--- config.mk ---
export PLATFORM = sky130hd
export DESIGN_NAME = length_prefixed_frame_deframer
export DESIGN_NICKNAME = d
export VERILOG_FILES = /design/src/rtl/lpfd_pkg.sv /design/src/rtl/length_prefixed_frame_deframer.sv /design/src/rtl/lpfd_front.sv /design/src/rtl/lpfd_queue.sv /design/src/rtl/lpfd_back.sv
export VERILOG_INCLUDE_DIRS = /design/src /design/src/rtl
export SDC_FILE = /design/constraint.sdc
export NUM_CORES = 1
export LEC_CHECK = 0
export ABC_AREA = 0
export BUFFER_PORTS_ARGS = -buffer_cell sky130_fd_sc_hd__buf_2
export CORE_MARGIN = 3
export CORE_UTILIZATION = 55
export DETAILED_ROUTE_END_ITERATION = 8
export PLACE_DENSITY = 0.75
export SYNTH_ARGS = -nofsm -noshare
export SYNTH_HDL_FRONTEND = slang
export SYNTH_SLANG_ARGS = --single-unit
--- constraint.sdc ---
create_clock -name clk_i -period 10.4 [get_ports clk_i]
set_input_delay 0.52 -clock clk_i [delete_from_list [all_inputs] [get_ports clk_i]]
set_output_delay 0.52 -clock clk_i [all_outputs]
set_load 0.1 [all_outputs]
--- src/rtl/assert_macros.svh ---
// assertion helper macros shared by the deframer rtl
// depends on clk_i and rst_ni being visible in the including module
`ifndef ASSERT_MACROS_SVH
`define ASSERT_MACROS_SVH

`ifndef SYNTHESIS

// property checked on every rising edge outside reset
`define ASSERT_CLK(lbl, prop) \
  lbl: assert property (@(posedge clk_i) disable iff (!rst_ni) (prop)) \
    else $error("deframer assertion failed");

// condition that must never be seen outside reset
`define ASSERT_NEVER(lbl, cond) \
  `ASSERT_CLK(lbl, !(cond))

`else

`define ASSERT_CLK(lbl, prop)
`define ASSERT_NEVER(lbl, cond)

`endif

`endif

--- src/rtl/lpfd_pkg.sv ---
// shared types and constants for the length-prefixed frame deframer
// no dependencies
package lpfd_pkg;

  // result kinds
  typedef enum logic [1:0] {
    KIND_PAYLOAD = 2'd0,
    KIND_DONE    = 2'd1,
    KIND_BADLEN  = 2'd2
  } kind_e;

  // frame layout
  localparam logic [31:0] MinFrameLen = 32'd10;
  localparam logic [31:0] TrailerLen  = 32'd2;
  localparam logic [31:0] HeaderLen   = 32'd8;
  localparam logic [31:0] MaxFrameRst = 32'hFFFF_FFFF;

  // one result request as it travels through the queue
  typedef struct packed {
    kind_e       kind;
    logic [7:0]  payload_byte;
    logic [31:0] message_type;
    logic [31:0] declared_length;
  } result_t;

  // front to queue control
  typedef struct packed {
    logic push;
  } push_ctl_t;

  // queue status seen by front and back
  typedef struct packed {
    logic full;
    logic empty;
  } queue_sts_t;

endpackage

--- src/rtl/length_prefixed_frame_deframer.sv ---
// top level of the length-prefixed frame deframer
// depends on lpfd_pkg, lpfd_front, lpfd_queue, lpfd_back
//
// Input channel: one received byte per request on data_byte_i, taken when
// in_valid_i is high and in_stall_o is low. Each frame is a 4-byte
// little-endian total length, a 4-byte little-endian type, the payload and
// 2 ignored trailer bytes.
// Output channel: one result request per payload byte (kind 0), one at the
// last trailer byte (kind 1), and one when a declared length is below 10 or
// above max_frame_length (kind 2); taken when out_valid_o is high and
// out_stall_i is low. Header bytes and the first trailer byte give nothing.
// A result is written into the queue by the edge that takes its byte and is then
// loaded into the output register once that register is empty or being taken.
// Throughput: one byte per cycle while the queue is not full.
// When the receiver stalls, the output register holds and the queue fills;
// in_stall_o rises once the queue is full, and the front resumes as soon as
// an entry drains. Reset empties queue and output, returns to the length
// header, and sets max_frame_length to all ones. cfg_we_i writes the limit.
module length_prefixed_frame_deframer #(
  parameter int unsigned QueueDepth = 2
) (
  input  logic        clk_i,
  input  logic        rst_ni,
  input  logic        cfg_we_i,
  input  logic [31:0] cfg_data_i,
  input  logic        in_valid_i,
  output logic        in_stall_o,
  input  logic [7:0]  data_byte_i,
  output logic        out_valid_o,
  input  logic        out_stall_i,
  output logic [1:0]  kind_o,
  output logic [7:0]  payload_byte_o,
  output logic [31:0] message_type_o,
  output logic [31:0] declared_length_o
);
  import lpfd_pkg::*;

  push_ctl_t  push_ctl;
  result_t    push_data;
  result_t    head;
  queue_sts_t sts;
  logic       pop;

  // byte parser and classifier
  lpfd_front u_front (
    .clk_i       (clk_i),
    .rst_ni      (rst_ni),
    .cfg_we_i    (cfg_we_i),
    .cfg_data_i  (cfg_data_i),
    .in_valid_i  (in_valid_i),
    .in_stall_o  (in_stall_o),
    .data_byte_i (data_byte_i),
    .queue_sts_i (sts),
    .push_ctl_o  (push_ctl),
    .push_data_o (push_data)
  );

  // decoupling queue
  lpfd_queue #(
    .Depth (QueueDepth)
  ) u_queue (
    .clk_i       (clk_i),
    .rst_ni      (rst_ni),
    .push_ctl_i  (push_ctl),
    .push_data_i (push_data),
    .pop_i       (pop),
    .head_o      (head),
    .sts_o       (sts)
  );

  // output register
  lpfd_back u_back (
    .clk_i             (clk_i),
    .rst_ni            (rst_ni),
    .head_i            (head),
    .sts_i             (sts),
    .pop_o             (pop),
    .out_valid_o       (out_valid_o),
    .out_stall_i       (out_stall_i),
    .kind_o            (kind_o),
    .payload_byte_o    (payload_byte_o),
    .message_type_o    (message_type_o),
    .declared_length_o (declared_length_o)
  );

endmodule

--- src/rtl/lpfd_front.sv ---
// front end: accepts stream bytes, tracks header/body position, classifies results
// depends on lpfd_pkg and assert_macros.svh
`include "assert_macros.svh"

module lpfd_front (
  input  logic                 clk_i,
  input  logic                 rst_ni,
  input  logic                 cfg_we_i,
  input  logic [31:0]          cfg_data_i,
  input  logic                 in_valid_i,
  output logic                 in_stall_o,
  input  logic [7:0]           data_byte_i,
  input  lpfd_pkg::queue_sts_t queue_sts_i,
  output lpfd_pkg::push_ctl_t  push_ctl_o,
  output lpfd_pkg::result_t    push_data_o
);
  import lpfd_pkg::*;

  localparam logic [1:0] PhLength = 2'd0;
  localparam logic [1:0] PhType   = 2'd1;
  localparam logic [1:0] PhBody   = 2'd2;

  logic [31:0] max_len_q;
  logic [1:0]  phase_q, phase_d;
  logic [31:0] pos_q, pos_d;
  logic [31:0] len_q, len_d;
  logic [31:0] type_q, type_d;
  logic        in_fire;
  logic [31:0] len_asm;
  logic [31:0] type_asm;
  logic [31:0] len_m2;
  result_t     res;
  logic        res_vld;

  assign in_stall_o = queue_sts_i.full;
  assign in_fire    = in_valid_i && !queue_sts_i.full;

  // byte lane insertion for the little-endian header words
  always_comb begin
    len_asm  = len_q;
    type_asm = type_q;
    unique case (pos_q[1:0])
      2'd0: begin
        len_asm  = {24'd0, data_byte_i};
        type_asm = {type_q[31:8], data_byte_i};
      end
      2'd1: begin
        len_asm[15:8]  = data_byte_i;
        type_asm[15:8] = data_byte_i;
      end
      2'd2: begin
        len_asm[23:16]  = data_byte_i;
        type_asm[23:16] = data_byte_i;
      end
      2'd3: begin
        len_asm[31:24]  = data_byte_i;
        type_asm[31:24] = data_byte_i;
      end
      default: begin
        len_asm  = len_q;
        type_asm = type_q;
      end
    endcase
  end

  assign len_m2 = len_q - TrailerLen;

  // next state and result classification
  always_comb begin
    phase_d = phase_q;
    pos_d   = pos_q;
    len_d   = len_q;
    type_d  = type_q;
    res_vld = 1'b0;
    res     = '{kind: KIND_PAYLOAD, payload_byte: 8'd0,
                message_type: type_q, declared_length: len_q};
    unique case (phase_q)
      PhType: begin
        type_d = type_asm;
        pos_d  = pos_q + 32'd1;
        if (pos_q[1:0] == 2'd3) begin
          phase_d = PhBody;
        end
      end
      PhBody: begin
        pos_d = pos_q + 32'd1;
        if (pos_q < len_m2) begin
          res_vld          = 1'b1;
          res.kind         = KIND_PAYLOAD;
          res.payload_byte = data_byte_i;
        end else if (pos_q != len_m2) begin
          res_vld  = 1'b1;
          res.kind = KIND_DONE;
          phase_d  = PhLength;
          pos_d    = 32'd0;
          len_d    = 32'd0;
          type_d   = 32'd0;
        end
      end
      PhLength: begin
        len_d = len_asm;
        pos_d = pos_q + 32'd1;
        if (pos_q[1:0] == 2'd3) begin
          if (len_asm < MinFrameLen || len_asm > max_len_q) begin
            res_vld              = 1'b1;
            res.kind             = KIND_BADLEN;
            res.message_type     = 32'd0;
            res.declared_length  = len_asm;
            phase_d              = PhLength;
            pos_d                = 32'd0;
            len_d                = 32'd0;
            type_d               = 32'd0;
          end else begin
            phase_d = PhType;
            type_d  = 32'd0;
          end
        end
      end
      default: begin
        // unused phase code: restart and take the byte as a first length byte
        phase_d = PhLength;
        pos_d   = 32'd1;
        len_d   = {24'd0, data_byte_i};
        type_d  = 32'd0;
      end
    endcase
  end

  assign push_ctl_o.push = in_fire && res_vld;
  assign push_data_o     = res;

  // frame tracking state
  always_ff @(posedge clk_i or negedge rst_ni) begin
    if (!rst_ni) begin
      phase_q <= PhLength;
      pos_q   <= 32'd0;
      len_q   <= 32'd0;
      type_q  <= 32'd0;
    end else if (in_fire) begin
      phase_q <= phase_d;
      pos_q   <= pos_d;
      len_q   <= len_d;
      type_q  <= type_d;
    end
  end

  // maximum frame length register
  always_ff @(posedge clk_i or negedge rst_ni) begin
    if (!rst_ni) begin
      max_len_q <= MaxFrameRst;
    end else if (cfg_we_i) begin
      max_len_q <= cfg_data_i;
    end
  end

  `ASSERT_CLK(a_len_phase_pos, (phase_q == PhLength) |-> (pos_q < 32'd4))
  `ASSERT_CLK(a_type_phase_pos, (phase_q == PhType) |-> (pos_q >= 32'd4 && pos_q < HeaderLen))
  `ASSERT_CLK(a_body_len_ok, (phase_q == PhBody) |-> (pos_q >= HeaderLen && len_q >= MinFrameLen))

endmodule

--- src/rtl/lpfd_queue.sv ---
// short result queue between the front parser and the output stage
// depends on lpfd_pkg and assert_macros.svh
`include "assert_macros.svh"

module lpfd_queue #(
  parameter int unsigned Depth = 2
) (
  input  logic                 clk_i,
  input  logic                 rst_ni,
  input  lpfd_pkg::push_ctl_t  push_ctl_i,
  input  lpfd_pkg::result_t    push_data_i,
  input  logic                 pop_i,
  output lpfd_pkg::result_t    head_o,
  output lpfd_pkg::queue_sts_t sts_o
);
  import lpfd_pkg::*;

  localparam int unsigned PtrW = (Depth > 1) ? $clog2(Depth) : 1;
  localparam int unsigned CntW = $clog2(Depth + 1);
  localparam logic [CntW-1:0] DepthCnt = CntW'(Depth);
  localparam logic [PtrW-1:0] LastPtr  = PtrW'(Depth - 1);

  result_t         mem_q [Depth];
  logic [PtrW-1:0] wr_ptr_q, rd_ptr_q;
  logic [CntW-1:0] cnt_q;
  logic            push, pop;

  assign push = push_ctl_i.push;
  assign pop  = pop_i && (cnt_q != '0);

  assign sts_o.full  = (cnt_q == DepthCnt);
  assign sts_o.empty = (cnt_q == '0);
  assign head_o      = mem_q[rd_ptr_q];

  // storage
  always_ff @(posedge clk_i) begin
    if (push) begin
      mem_q[wr_ptr_q] <= push_data_i;
    end
  end

  // pointers and fill count
  always_ff @(posedge clk_i or negedge rst_ni) begin
    if (!rst_ni) begin
      wr_ptr_q <= '0;
      rd_ptr_q <= '0;
      cnt_q    <= '0;
    end else begin
      if (push) begin
        wr_ptr_q <= (wr_ptr_q == LastPtr) ? '0 : wr_ptr_q + PtrW'(1);
      end
      if (pop) begin
        rd_ptr_q <= (rd_ptr_q == LastPtr) ? '0 : rd_ptr_q + PtrW'(1);
      end
      if (push && !pop) begin
        cnt_q <= cnt_q + CntW'(1);
      end else if (pop && !push) begin
        cnt_q <= cnt_q - CntW'(1);
      end
    end
  end

  `ASSERT_NEVER(a_no_push_full, push && (cnt_q == DepthCnt))
  `ASSERT_CLK(a_cnt_range, cnt_q <= DepthCnt)

endmodule

--- src/rtl/lpfd_back.sv ---
// back end: output register that hands queued results to the receiver
// depends on lpfd_pkg and assert_macros.svh
`include "assert_macros.svh"

module lpfd_back (
  input  logic                 clk_i,
  input  logic                 rst_ni,
  input  lpfd_pkg::result_t    head_i,
  input  lpfd_pkg::queue_sts_t sts_i,
  output logic                 pop_o,
  output logic                 out_valid_o,
  input  logic                 out_stall_i,
  output logic [1:0]           kind_o,
  output logic [7:0]           payload_byte_o,
  output logic [31:0]          message_type_o,
  output logic [31:0]          declared_length_o
);
  import lpfd_pkg::*;

  logic    out_valid_q;
  result_t out_q;
  logic    load;

  // refill whenever the register is empty or being taken
  assign load  = !sts_i.empty && (!out_valid_q || !out_stall_i);
  assign pop_o = load;

  always_ff @(posedge clk_i or negedge rst_ni) begin
    if (!rst_ni) begin
      out_valid_q <= 1'b0;
    end else if (load) begin
      out_valid_q <= 1'b1;
    end else if (!out_stall_i) begin
      out_valid_q <= 1'b0;
    end
  end

  always_ff @(posedge clk_i) begin
    if (load) begin
      out_q <= head_i;
    end
  end

  assign out_valid_o       = out_valid_q;
  assign kind_o            = out_q.kind;
  assign payload_byte_o    = out_q.payload_byte;
  assign message_type_o    = out_q.message_type;
  assign declared_length_o = out_q.declared_length;

  `ASSERT_CLK(a_refill, (!sts_i.empty && !out_valid_q) |=> out_valid_q)

endmodule

==> results.sh, run 1 <==
export IMPL_yosys_warnings=0
export IMPL_cts_setup_buffers=0
export IMPL_clock_sinks=357
export IMPL_drv_slew=0
export IMPL_cts_max_level=2
export IMPL_slowest_stage="and2_2"
export IMPL_cts_resized_gates=0
export IMPL_layout_area_overhead_vs_synth_pct=12.7
export IMPL_vias=11415
export IMPL_start_util_pct=56.4
export IMPL_cts_buffers=37
export IMPL_n_antenna_cell=0
export IMPL_cp_data_arrival_time_ps=6640
export IMPL_synth_edf_count=222
export IMPL_rsz0062_at_grt="false"
export IMPL_path_max_fanout=47
export IMPL_endpoint="u_queue.mem_q[1][28]$_DFFE_PP_"
export IMPL_crit_start="u_front.len_q[1]$_DFFE_PN0P_"
export IMPL_cp_cell_sequence="inv_1 > ha_1 > or4b_2 > nor4_2 > nand2_1 > nor2_1 > nand2_1 > nor3_1 > xnor2_1 > ha_1 > nand4_1 > nor2_1 > a22oi_1 > o211ai_1 > o21a_1 > a2111oi_4 > and2_2 > buf_4"
export IMPL_drc=0
export IMPL_cts_path_max_buffers=3
export IMPL_cp_depth=18
export IMPL_ys_ff_latch=357
export IMPL_yosys_most_used_dff="edfxtp_1"
export IMPL_io_pins=121
export IMPL_crit_family="simple AND/OR/NAND/NOR gates"
export IMPL_drive_above_1_share_pct=23.2
export IMPL_syn_num_nets=1507
export IMPL_syn_area_mm2=0.0169
export IMPL_firstDrtPassIters=5
export IMPL_grt_pass1_wl_mm=62.6
export IMPL_tritoncts="done"
export IMPL_core_area_mm2=0.0300
export IMPL_crit_buf_inv=2
export IMPL_netlist_cell_type_count=63
export IMPL_die_x_um=181
export IMPL_portBuffers=120
export IMPL_dieHeight_um=181
export IMPL_row_count=63
export IMPL_syn_inst=1392
export IMPL_hold_violations=0
export IMPL_crit_reg2reg_launch="u_front.len_q[1]$_DFFE_PN0P_"
export IMPL_ir_worst_vdd_mv=0.179
export IMPL_wl_per_cell_um=20.6
export IMPL_clk_pin_slew_ps=60
export IMPL_postSynthAreaPerCell_um2=12.1
export IMPL_p_leak_nw=8.04
export IMPL_async_flop_share_pct=37.8
export IMPL_grt_max_degree=79
export IMPL_outcome="completed"
export IMPL_setup_violations=0
export IMPL_fin_skew_ps=21.2
export IMPL_reg2reg_depth=18
export IMPL_worstSetupEndpointType="flop"
export IMPL_grt_overflow=0
export IMPL_critPathMaxStageDelay_ps=690
export IMPL_reg2reg_to="u_queue.mem_q[1][28]$_DFFE_PP_"
export IMPL_hp_class="input pin to asynchronous set/reset pin"
export IMPL_fmax_ghz=0.154
export IMPL_grt_pass1_vias=11193
export IMPL_root_buffer="clkbuf_16"
export IMPL_total_power_mw=5.37
export IMPL_yosys_area_top_type_share_pct=39.5
export IMPL_die_area_mm2=0.0328
export IMPL_gp_congestion=0.936
export IMPL_grt_usage_pct=23.8
export IMPL_min_period_ps=6480
export IMPL_postRouteWirelength_mm=39.1
export IMPL_antenna_found_initial=0
export IMPL_synth_area_top_cells="edfxtp_1 39%, dfrtp_1 15%, mux2_2 7.1%"
export IMPL_ant_nets=0
export IMPL_dp_hpwl_mm=26.1
export IMPL_vias_per_cell=6.01
export IMPL_worst_pin_slew_ps=1120
export IMPL_yosysTopAreaCell="edfxtp_1"
export IMPL_maxCapViolCount=0
export IMPL_crit_path_start_kind="flop"
export IMPL_setup_tns_ps=0
export IMPL_insertion_delay_ps=530
export IMPL_worst_setup_path_type="flop to flop"
export IMPL_nets=1595
export IMPL_synth_seq_area_share_pct=59.7
export IMPL_max_slew_margin_pct=25.1
export IMPL_drt_iter0_markers=1109
export IMPL_fin_crit_sh_pct=62.3
export IMPL_power_density_mw_per_mm2=282
export IMPL_r2r_slack_ps=3920
export IMPL_crit_required_ps=10560
export IMPL_holdBufCountCts=0
stage by stage:
stage / instances / hold WS [ps] / setup slack (ps) / utilization, % / instance area [um^2]
after floorplan: 1392 / 224 / 2750 / - / 16900
after global placement: 1831 / 475 / 4230 / 59.3 / 17800
after detailed placement: 1831 / 486 / 4030 / 59.3 / 17800
after CTS: 1899 / 91.5 / 3990 / 63.5 / 19000
after global routing: 1899 / 130 / 3490 / 63.5 / 19000
final: 1899 / 78.4 / 3920 / 63.5 / 19000
layout make-up:
cell class / count / area, um^2
clock buffers: 48 / 1030
well taps: 390 / 488
clock inverters: 20 / 236
inverters: 81 / 304
fillers: 2273 / 10900
flip-flops and latches: 357 / 10100
multi-input cells: 873 / 6210
repair buffers: 130 / 678
per-layer routing:
layer | wire, um | vias to the layer above | GRT usage [%]
met2 | 18100 | 486 | 37.5
met4 | 1270 | 0 | 7.68
li1 | - | 5292 | -
met5 | 0 | - | 0
met1 | 16600 | 5551 | 33.9
met3 | 3090 | 86 | 4.23
cells in the mapped netlist (4+ instances only):
cell and instances:
a21boi_0 4, a21o_1 5, a21oi_1 51, a22o_1 16, a31oi_1 9, and2_1 45
and3_1 15, buf_1 7, buf_2 8, clkbuf_1 66, dfrtp_1 103, dfstp_2 32
edfxtp_1 222, ha_1 70, inv_1 81, mux2_2 107, mux2i_1 5, nand2_1 134
nand2b_1 4, nand3_1 36, nand4_1 34, nor2_1 47, nor2b_1 5, nor3_1 18
nor3b_1 16, nor4_1 12, o211ai_1 5, o21ai_0 89, o22ai_1 10, o2bb2ai_1 24
o311ai_0 14, o31ai_1 5, o41a_1 4, or3_1 10, or4_1 6, xnor2_1 20
xor2_1 13
worst min-delay path by stage:
stage | start | to | slack (ps) | cells after the start
global placement | u_front.type_q[27]$_DFFE_PN0P_ | u_front.type_q[27]$_DFFE_PN0P_ | 470 | 1
CTS | rst_ni | u_front.len_q[12]$_DFFE_PN0P_ | 90 | 1
global route | rst_ni | u_front.len_q[9]$_DFFE_PN0P_ | 130 | 1
finish | rst_ni | u_front.len_q[12]$_DFFE_PN0P_ | 80 | 1
floorplan | rst_ni | u_back.out_valid_o$_DFFE_PN0P_ | 220 | 0
detailed placement | u_front.type_q[30]$_DFFE_PN0P_ | u_front.type_q[30]$_DFFE_PN0P_ | 490 | 1
sequential cells by signal (all words and copies together), names as in the netlist:
signal / cells
u_back.payload_byte_o: 8
u_queue.wr_ptr_q: 1
u_front.phase_q: 2
u_back.message_type_o: 32
u_front.pos_q: 32
u_queue.mem_q: 148
u_back.out_valid_o: 1
u_front.len_q: 32
u_front.type_q: 32
u_front.max_len_q: 32
u_back.declared_length_o: 32
u_back.kind_o: 2
u_queue.rd_ptr_q: 1
u_queue.cnt_q: 2
cells by family (layout without fill, tap and decap cells):
logic type,count (synthesis),in the layout,share of synthesized area [%]
AND/OR/NAND/NOR,394,394,11.9
adder cells (fa/ha/maj),70,70,5.19
XOR/XNOR,33,33,1.71
flip-flops,357,357,59.7
AO/OA/AOI/OAI,264,264,10.4
buffers and inverters,162,279,3.66
multiplexers,112,112,7.43
cell usage in the layout, fill, tap and decap left out, types with 5 or more instances in the layout:
| cell type | Yosys | final |
|---|---|---|
| clkbuf_1 | 66 | 6 |
| dfrtp_1 | 103 | 102 |
| and2_1 | 45 | 44 |
| a22o_1 | 16 | 16 |
| o211ai_1 | 5 | 5 |
| a21o_1 | 5 | 5 |
| ha_1 | 70 | 70 |
| or4_1 | 6 | 6 |
| o2bb2ai_1 | 24 | 24 |
| nand4_1 | 34 | 34 |
| xnor2_1 | 20 | 20 |
| nand3_1 | 36 | 36 |
| dfstp_2 | 32 | 32 |
| or3_1 | 10 | 10 |
| nor3b_1 | 16 | 16 |
| inv_1 | 81 | 80 |
| buf_2 | 8 | 119 |
| buf_4 | 0 | 11 |
| mux2i_1 | 5 | 5 |
| a21oi_1 | 51 | 51 |
| o311ai_0 | 14 | 14 |
| o22ai_1 | 10 | 10 |
| edfxtp_1 | 222 | 222 |
| nand2_1 | 134 | 134 |
| xor2_1 | 13 | 13 |
| mux2_2 | 107 | 107 |
| clkbuf_16 | 0 | 38 |
| a31oi_1 | 9 | 9 |
| clkinv_2 | 0 | 10 |
| nor2_1 | 47 | 47 |
| o21ai_0 | 89 | 89 |
| and3_1 | 15 | 15 |
| nor3_1 | 18 | 18 |
| nor4_1 | 12 | 12 |
where the power goes:
group          switching (mW)  internal, mW
Clock                   0.548         0.810
Combinational            1.56         0.407
Sequential              0.136          1.91
(Power assumes the default switching activity.)
==> inputs of run 2 (changes only) <==
==> constraint.sdc (replaced) <==
create_clock -name clk_i -period 6.5 [get_ports clk_i]
set_input_delay 0.325 -clock clk_i [delete_from_list [all_inputs] [get_ports clk_i]]
set_output_delay 0.325 -clock clk_i [all_outputs]
set_load 0.1 [all_outputs]
==> run 2 against run 1 <==
Against the previous run: maximum frequency rose by 8.6%; via count unchanged; cell count up 0.53%; highest routed layer unchanged; largest power group unchanged; critical endpoint is now u_front.type_q[15]$_DFFE_PN0P_.
==> results.sh, run 2 (same netlist as run 1, synthesis figures left out) <==
export IMPL_p_leak_nw=8.04
export IMPL_drive_above_1_share_pct=22.9
export IMPL_crit_reg2reg_launch="u_front.len_q[1]$_DFFE_PN0P_"
export IMPL_drt_iter0_markers=1178
export IMPL_io_pins=121
export IMPL_cp_data_arrival_time_ps=6360
export IMPL_grt_usage_pct=23.6
export IMPL_maxCapViolCount=0
export IMPL_cp_cell_sequence="inv_1 > ha_1 > or4b_2 > nor4_2 > nand2_1 > nor2_1 > nand2_1 > nor4_1 > xnor2_1 > ha_1 > nand4_1 > nor4_1 > o41a_1 > o21ai_1 > a211oi_2 > mux2_2"
export IMPL_setup_slack_ps=535
export IMPL_critPathMaxStageDelay_ps=760
export IMPL_postRouteWirelength_mm=38.8
export IMPL_dpl_instance_area_mm2=0.0178
export IMPL_fin_skew_ps=26.0
export IMPL_row_count=63
export IMPL_crit_required_ps=6900
export IMPL_grt_overflow=0
export IMPL_postLayoutCoreUtil_pct=63.6
export IMPL_crit_start="u_front.len_q[1]$_DFFE_PN0P_"
export IMPL_max_slew_margin_pct=24.4
export IMPL_dieHeight_um=181
export IMPL_core_area_mm2=0.0300
export IMPL_clk_pin_slew_ps=60
export IMPL_dp_hpwl_mm=26.4
export IMPL_worst_setup_path_type="flop to flop"
export IMPL_gp_congestion=0.946
export IMPL_n_antenna_cell=0
export IMPL_tritoncts="done"
export IMPL_grt_pass1_wl_mm=62.3
export IMPL_clock_sinks=357
export IMPL_largest_reg_flops=148
export IMPL_drc=0
export IMPL_antenna_found_initial=1
export IMPL_crit_path_start_kind="flop"
export IMPL_portBuffers=120
export IMPL_grt_pass1_vias=11407
export IMPL_worstSetupEndpointType="flop"
export IMPL_setup_tns_ps=0
export IMPL_ant_nets=0
export IMPL_min_period_ps=5960
export IMPL_power_density_mw_per_mm2=445
export IMPL_worst_pin_slew_ps=1130
export IMPL_nets=1605
export IMPL_slowest_stage="a211oi_2"
export IMPL_insertion_delay_ps=540
export IMPL_final_cell_mix="222 x edfxtp_1, 134 x nand2_1, 119 x buf_2"
export IMPL_hp_class="input pin to flop"
export IMPL_firstDrtPassIters=5
export IMPL_rsz0062_at_grt="false"
export IMPL_place_ws_ps=707
export IMPL_setup_violations=0
export IMPL_timing_hold_ws_ps=11.5
export IMPL_root_buffer="clkbuf_16"
export IMPL_largest_register="u_queue.mem_q"
export IMPL_cts_path_max_buffers=3
export IMPL_start_util_pct=56.4
export IMPL_vias_per_cell=5.98
export IMPL_cts_setup_buffers=0
export IMPL_outcome="completed"
export IMPL_cts_resized_gates=0
export IMPL_hp_start="cfg_data_i[21]"
export IMPL_path_max_fanout=10
export IMPL_fin_area_mm2=0.0191
export IMPL_total_power_mw=8.49
export IMPL_layout_area_overhead_vs_synth_pct=12.8
export IMPL_layout_cells_non_filler=1909
export IMPL_layout_commonest_cell="edfxtp_1"
export IMPL_die_area_mm2=0.0328
export IMPL_cts_buffers=37
export IMPL_hold_violations=0
export IMPL_fin_crit_sh_pct=91.8
export IMPL_fmax_ghz=0.168
export IMPL_dp_cells=1836
export IMPL_drv_slew=0
export IMPL_cts_max_level=2
export IMPL_wl_per_cell_um=20.3
export IMPL_vias=11415
export IMPL_die_x_um=181
export IMPL_grt_max_degree=71
export IMPL_ir_worst_vdd_mv=0.287
[run 2: power by group]
group	switching [mW]	internal, mW
clock	0.866	1.17
combinational	2.53	0.673
sequential	0.190	3.06
[run 2: area by class of cell]
type                            instances  area (um^2)
Tap cell                              390          488
Clock inverter                         16          133
Clock buffer                           52         1040
Fill cell                            2284        10900
Timing Repair Buffer                  140          791
Inverter                               81          304
Sequential cell                       357        10100
Multi-Input combinational cell        873         6210
[run 2: worst paths after layout]
| path | end | slack [ps] | cells after the start |
|---|---|---|---|
| max | u_front.type_q[15]$_DFFE_PN0P_ | 540 | 16 |
| min | u_front.max_len_q[21]$_DFFE_PN1P_ | 10 | 3 |
| max reg2reg | u_front.type_q[15]$_DFFE_PN0P_ | 540 | 16 |
| min reg2reg | u_front.type_q[20]$_DFFE_PN0P_ | 490 | 1 |
| max in group asynchronous | u_front.type_q[18]$_DFFE_PN0P_ | 4590 | 3 |
| min in group asynchronous | u_front.len_q[13]$_DFFE_PN0P_ | 480 | 2 |
[run 2: routing by layer]
layer / up-vias / GRT usage (%) / routed length [um]
li1: 5337 / - / -
met2: 429 / 37.5 / 18000
met4: 0 / 8.29 / 1330
met5: - / 0 / 0
met3: 94 / 5.27 / 2850
met1: 5555 / 32.4 / 16600
[run 2: repair_timing]
| item | in CTS | in global routing |
|---|---|---|
| endpoints found under the hold margin | 48 | 0 |
| hold buffers | 5 | 0 |
| endpoints found under the setup margin | 0 | 0 |
[run 2: critical path: cells and delay by family, from the launching register on]
family	cells	cell delay, ps
compound gates	3	1440
buf+inv	1	120
mux	1	420
fa+ha+maj	2	550
flops	1	430
xor+xnor	1	120
simple gates	8	2770
==> inputs of run 3 (changes only) <==
--- a/config.mk
+++ b/config.mk
@@ -14,4 +14,5 @@
 export PLACE_DENSITY = 0.75
 export SYNTH_ARGS = -nofsm -noshare
 export SYNTH_HDL_FRONTEND = slang
+export SYNTH_HIERARCHICAL = 1
 export SYNTH_SLANG_ARGS = --single-unit
==> run 3 against run 2 <==
Against the previous run: utilization is 0.50 points lower; area after synthesis rose by 2.4%; register-to-register slack gained 150 ps; clock-buffer cell count rose by 3; combinational power increased by 48%; largest cell class unchanged; sequential power grew 8.0%; critical path depth is the same; critical endpoint is now u_front/len_q[19]$_DFFE_PN0P_.
==> results.sh, run 3 <==
export IMPL_netlist_cell_type_count=67
export IMPL_largest_register="u_queue/mem_q"
export IMPL_yosys_most_used_dff="edfxtp_1"
export IMPL_layout_cells_non_filler=1897
export IMPL_vias_per_cell=6.02
export IMPL_timing_hold_ws_ps=8.64
export IMPL_syn_inst=1365
export IMPL_setup_violations=0
export IMPL_cts_max_level=2
export IMPL_die_area_mm2=0.0336
export IMPL_hp_class="input pin to flop"
export IMPL_power_density_mw_per_mm2=525
export IMPL_row_count=64
export IMPL_place_ws_ps=889
export IMPL_cts_setup_buffers=0
export IMPL_maxCapViolCount=0
export IMPL_layout_area_overhead_vs_synth_pct=12.4
export IMPL_path_max_fanout=24
export IMPL_synth_edf_count=222
export IMPL_root_buffer="clkbuf_16"
export IMPL_fin_skew_ps=18.9
export IMPL_synth_seq_area_share_pct=58.3
export IMPL_fmax_ghz=0.172
export IMPL_min_period_ps=5810
export IMPL_hold_violations=0
export IMPL_yosysTopAreaCell="edfxtp_1"
export IMPL_worst_pin_slew_ps=1130
export IMPL_dp_hpwl_mm=26.7
export IMPL_cp_data_arrival_time_ps=6230
export IMPL_synthTopCellsByCount="222 x edfxtp_1, 140 x nand2_1, 103 x dfrtp_1"
export IMPL_grt_pass1_vias=11157
export IMPL_wl_per_cell_um=20.9
export IMPL_vias=11422
export IMPL_grt_overflow=0
export IMPL_yosys_warnings=6
export IMPL_crit_required_ps=6910
export IMPL_fin_area_mm2=0.0195
export IMPL_clock_sinks=357
export IMPL_postRouteWirelength_mm=39.7
export IMPL_nets=1588
export IMPL_worstSetupEndpointType="flop"
export IMPL_cts_path_max_buffers=3
export IMPL_syn_area_mm2=0.0173
export IMPL_start_util_pct=56.1
export IMPL_drv_slew=0
export IMPL_postSynthAreaPerCell_um2=12.7
export IMPL_yosysMostFrequentCell="edfxtp_1"
export IMPL_drive_above_1_share_pct=25.5
export IMPL_worst_setup_path_type="flop to flop"
export IMPL_slowest_stage="or4_1"
export IMPL_firstDrtPassIters=5
export IMPL_drc=0
export IMPL_insertion_delay_ps=530
export IMPL_drt_iter0_markers=1136
export IMPL_rsz0062_at_grt="false"
export IMPL_cts_buffers=37
export IMPL_gp_congestion=0.937
export IMPL_grt_usage_pct=23.6
export IMPL_ir_worst_vdd_mv=0.351
export IMPL_ys_ff_latch=357
export IMPL_tritoncts="done"
export IMPL_antenna_found_initial=1
export IMPL_syn_num_nets=1480
export IMPL_largest_reg_flops=148
export IMPL_clk_pin_slew_ps=60
export IMPL_die_x_um=183
export IMPL_dpl_instance_area_mm2=0.0182
export IMPL_grt_pass1_wl_mm=62.4
export IMPL_yosys_area_top_type_share_pct=38.5
export IMPL_dieHeight_um=183
export IMPL_layout_commonest_cell="edfxtp_1"
export IMPL_critPathMaxStageDelay_ps=970
export IMPL_portBuffers=120
export IMPL_core_area_mm2=0.0308
export IMPL_outcome="completed"
export IMPL_async_flop_share_pct=37.8
export IMPL_setup_tns_ps=0
export IMPL_setup_slack_ps=687
export IMPL_holdBufCountCts=9
export IMPL_max_slew_margin_pct=24.2
export IMPL_final_cell_mix="222 x edfxtp_1, 140 x nand2_1, 119 x buf_2"
export IMPL_cts_resized_gates=0
export IMPL_synth_area_top_cells="edfxtp_1 39%, dfrtp_1 15%, mux2_2 6.0%"
export IMPL_io_pins=121
export IMPL_ant_nets=0
export IMPL_p_leak_nw=7.70
export IMPL_grt_max_degree=76
export IMPL_cp_cell_sequence="inv_1 > ha_1 > nand3b_1 > or3_1 > nand3b_1 > or3_1 > nor4b_1 > xnor2_1 > ha_1 > nand4_1 > nor4_1 > o31a_1 > nor3_1 > buf_4 > or4_1 > a32o_1"
export IMPL_fin_crit_sh_pct=89.4
export IMPL_dp_cells=1821
export IMPL_crit_path_start_kind="flop"
run 3: cell count changes after synthesis, sizes merged, moves of 16 or more:
cell,change
o2bb2ai,-16
mux2,+35
o211ai,+17
and2,-33
nand2b,+16
a21oi,-20
inv,-27
a32o,+24
nor2b,+35
a22o,-16
o2111ai,+21
run 3: cells by family after synthesis:
family | count (synthesis) | synth area share, %
AO/OA/AOI/OAI | 235 | 9.50
XOR/XNOR | 33 | 1.67
adder cells (fa/ha/maj) | 70 | 5.06
buffers and inverters | 134 | 3.37
flip-flops | 357 | 58.3
multiplexers | 146 | 10.6
AND/OR/NAND/NOR | 390 | 11.6
run 3: metrics by stage:
| step | power (mW) | util (%) |
|---|---|---|
| 2_1_floorplan | 7.17 | - |
| 3_3_place_gp | 8.05 | 59.1 |
| 3_5_place_dp | 8.19 | 59.1 |
| 4_1_cts | 10.2 | 63.1 |
| 5_1_grt | 10.8 | 63.1 |
| 6_report | 10.2 | 63.1 |
run 3: report_power, final:
part / switching [mW] / internal [mW]
clock: 0.867 / 1.12
combinational: 3.24 / 1.48
sequential: 0.409 / 3.09
total: 4.52 / 5.69
run 3: final cells by class:
| cell class | instances | area (um^2) |
|---|---|---|
| fill | 2242 | 11400 |
| clock inverter | 11 | 88.8 |
| timing repair buffer | 148 | 861 |
| clock buffer | 55 | 1040 |
| multi-input combinational | 874 | 6670 |
| sequential | 357 | 10100 |
| antenna | 1 | 2.50 |
| tap | 396 | 495 |
| inverter | 55 | 206 |
run 3: final timing paths:
path | slack, ps | depth (start not counted) | endpoint | startpoint
max | 690 | 16 | u_front/len_q[19]$_DFFE_PN0P_ | u_front/len_q[1]$_DFFE_PN0P_
max reg2reg | 690 | 16 | u_front/len_q[19]$_DFFE_PN0P_ | u_front/len_q[1]$_DFFE_PN0P_
min | 9 | 3 | u_front/max_len_q[16]$_DFFE_PN1P_ | cfg_data_i[16]
max in group asynchronous | 4400 | 3 | u_queue/rd_ptr_q$_DFFE_PN0P_ | rst_ni
min in group asynchronous | 510 | 2 | u_front/type_q[2]$_DFFE_PN0P_ | rst_ni
min reg2reg | 500 | 1 | u_front/type_q[13]$_DFFE_PN0P_ | u_front/type_q[13]$_DFFE_PN0P_
run 3: layer usage:
metal / vias up / track usage [%] / share of wire, %
met5: - / 0 / 0
met4: 0 / 9.26 / 3.6
met3: 87 / 4.01 / 6.0
met2: 431 / 38.3 / 49
met1: 5584 / 32.1 / 42
li1: 5320 / - / -
run 3: worst max-delay path: cells and delay by family, from the launching register on:
| family | cells | cell delay, ps |
|---|---|---|
| adders and majority gates | 2 | 540 |
| xor gates and xnor gates | 1 | 120 |
| buffers and inverters | 2 | 290 |
| and+or+nand+nor | 9 | 3540 |
| DFF | 1 | 440 |
| AOI/OAI and AO/OA | 2 | 710 |
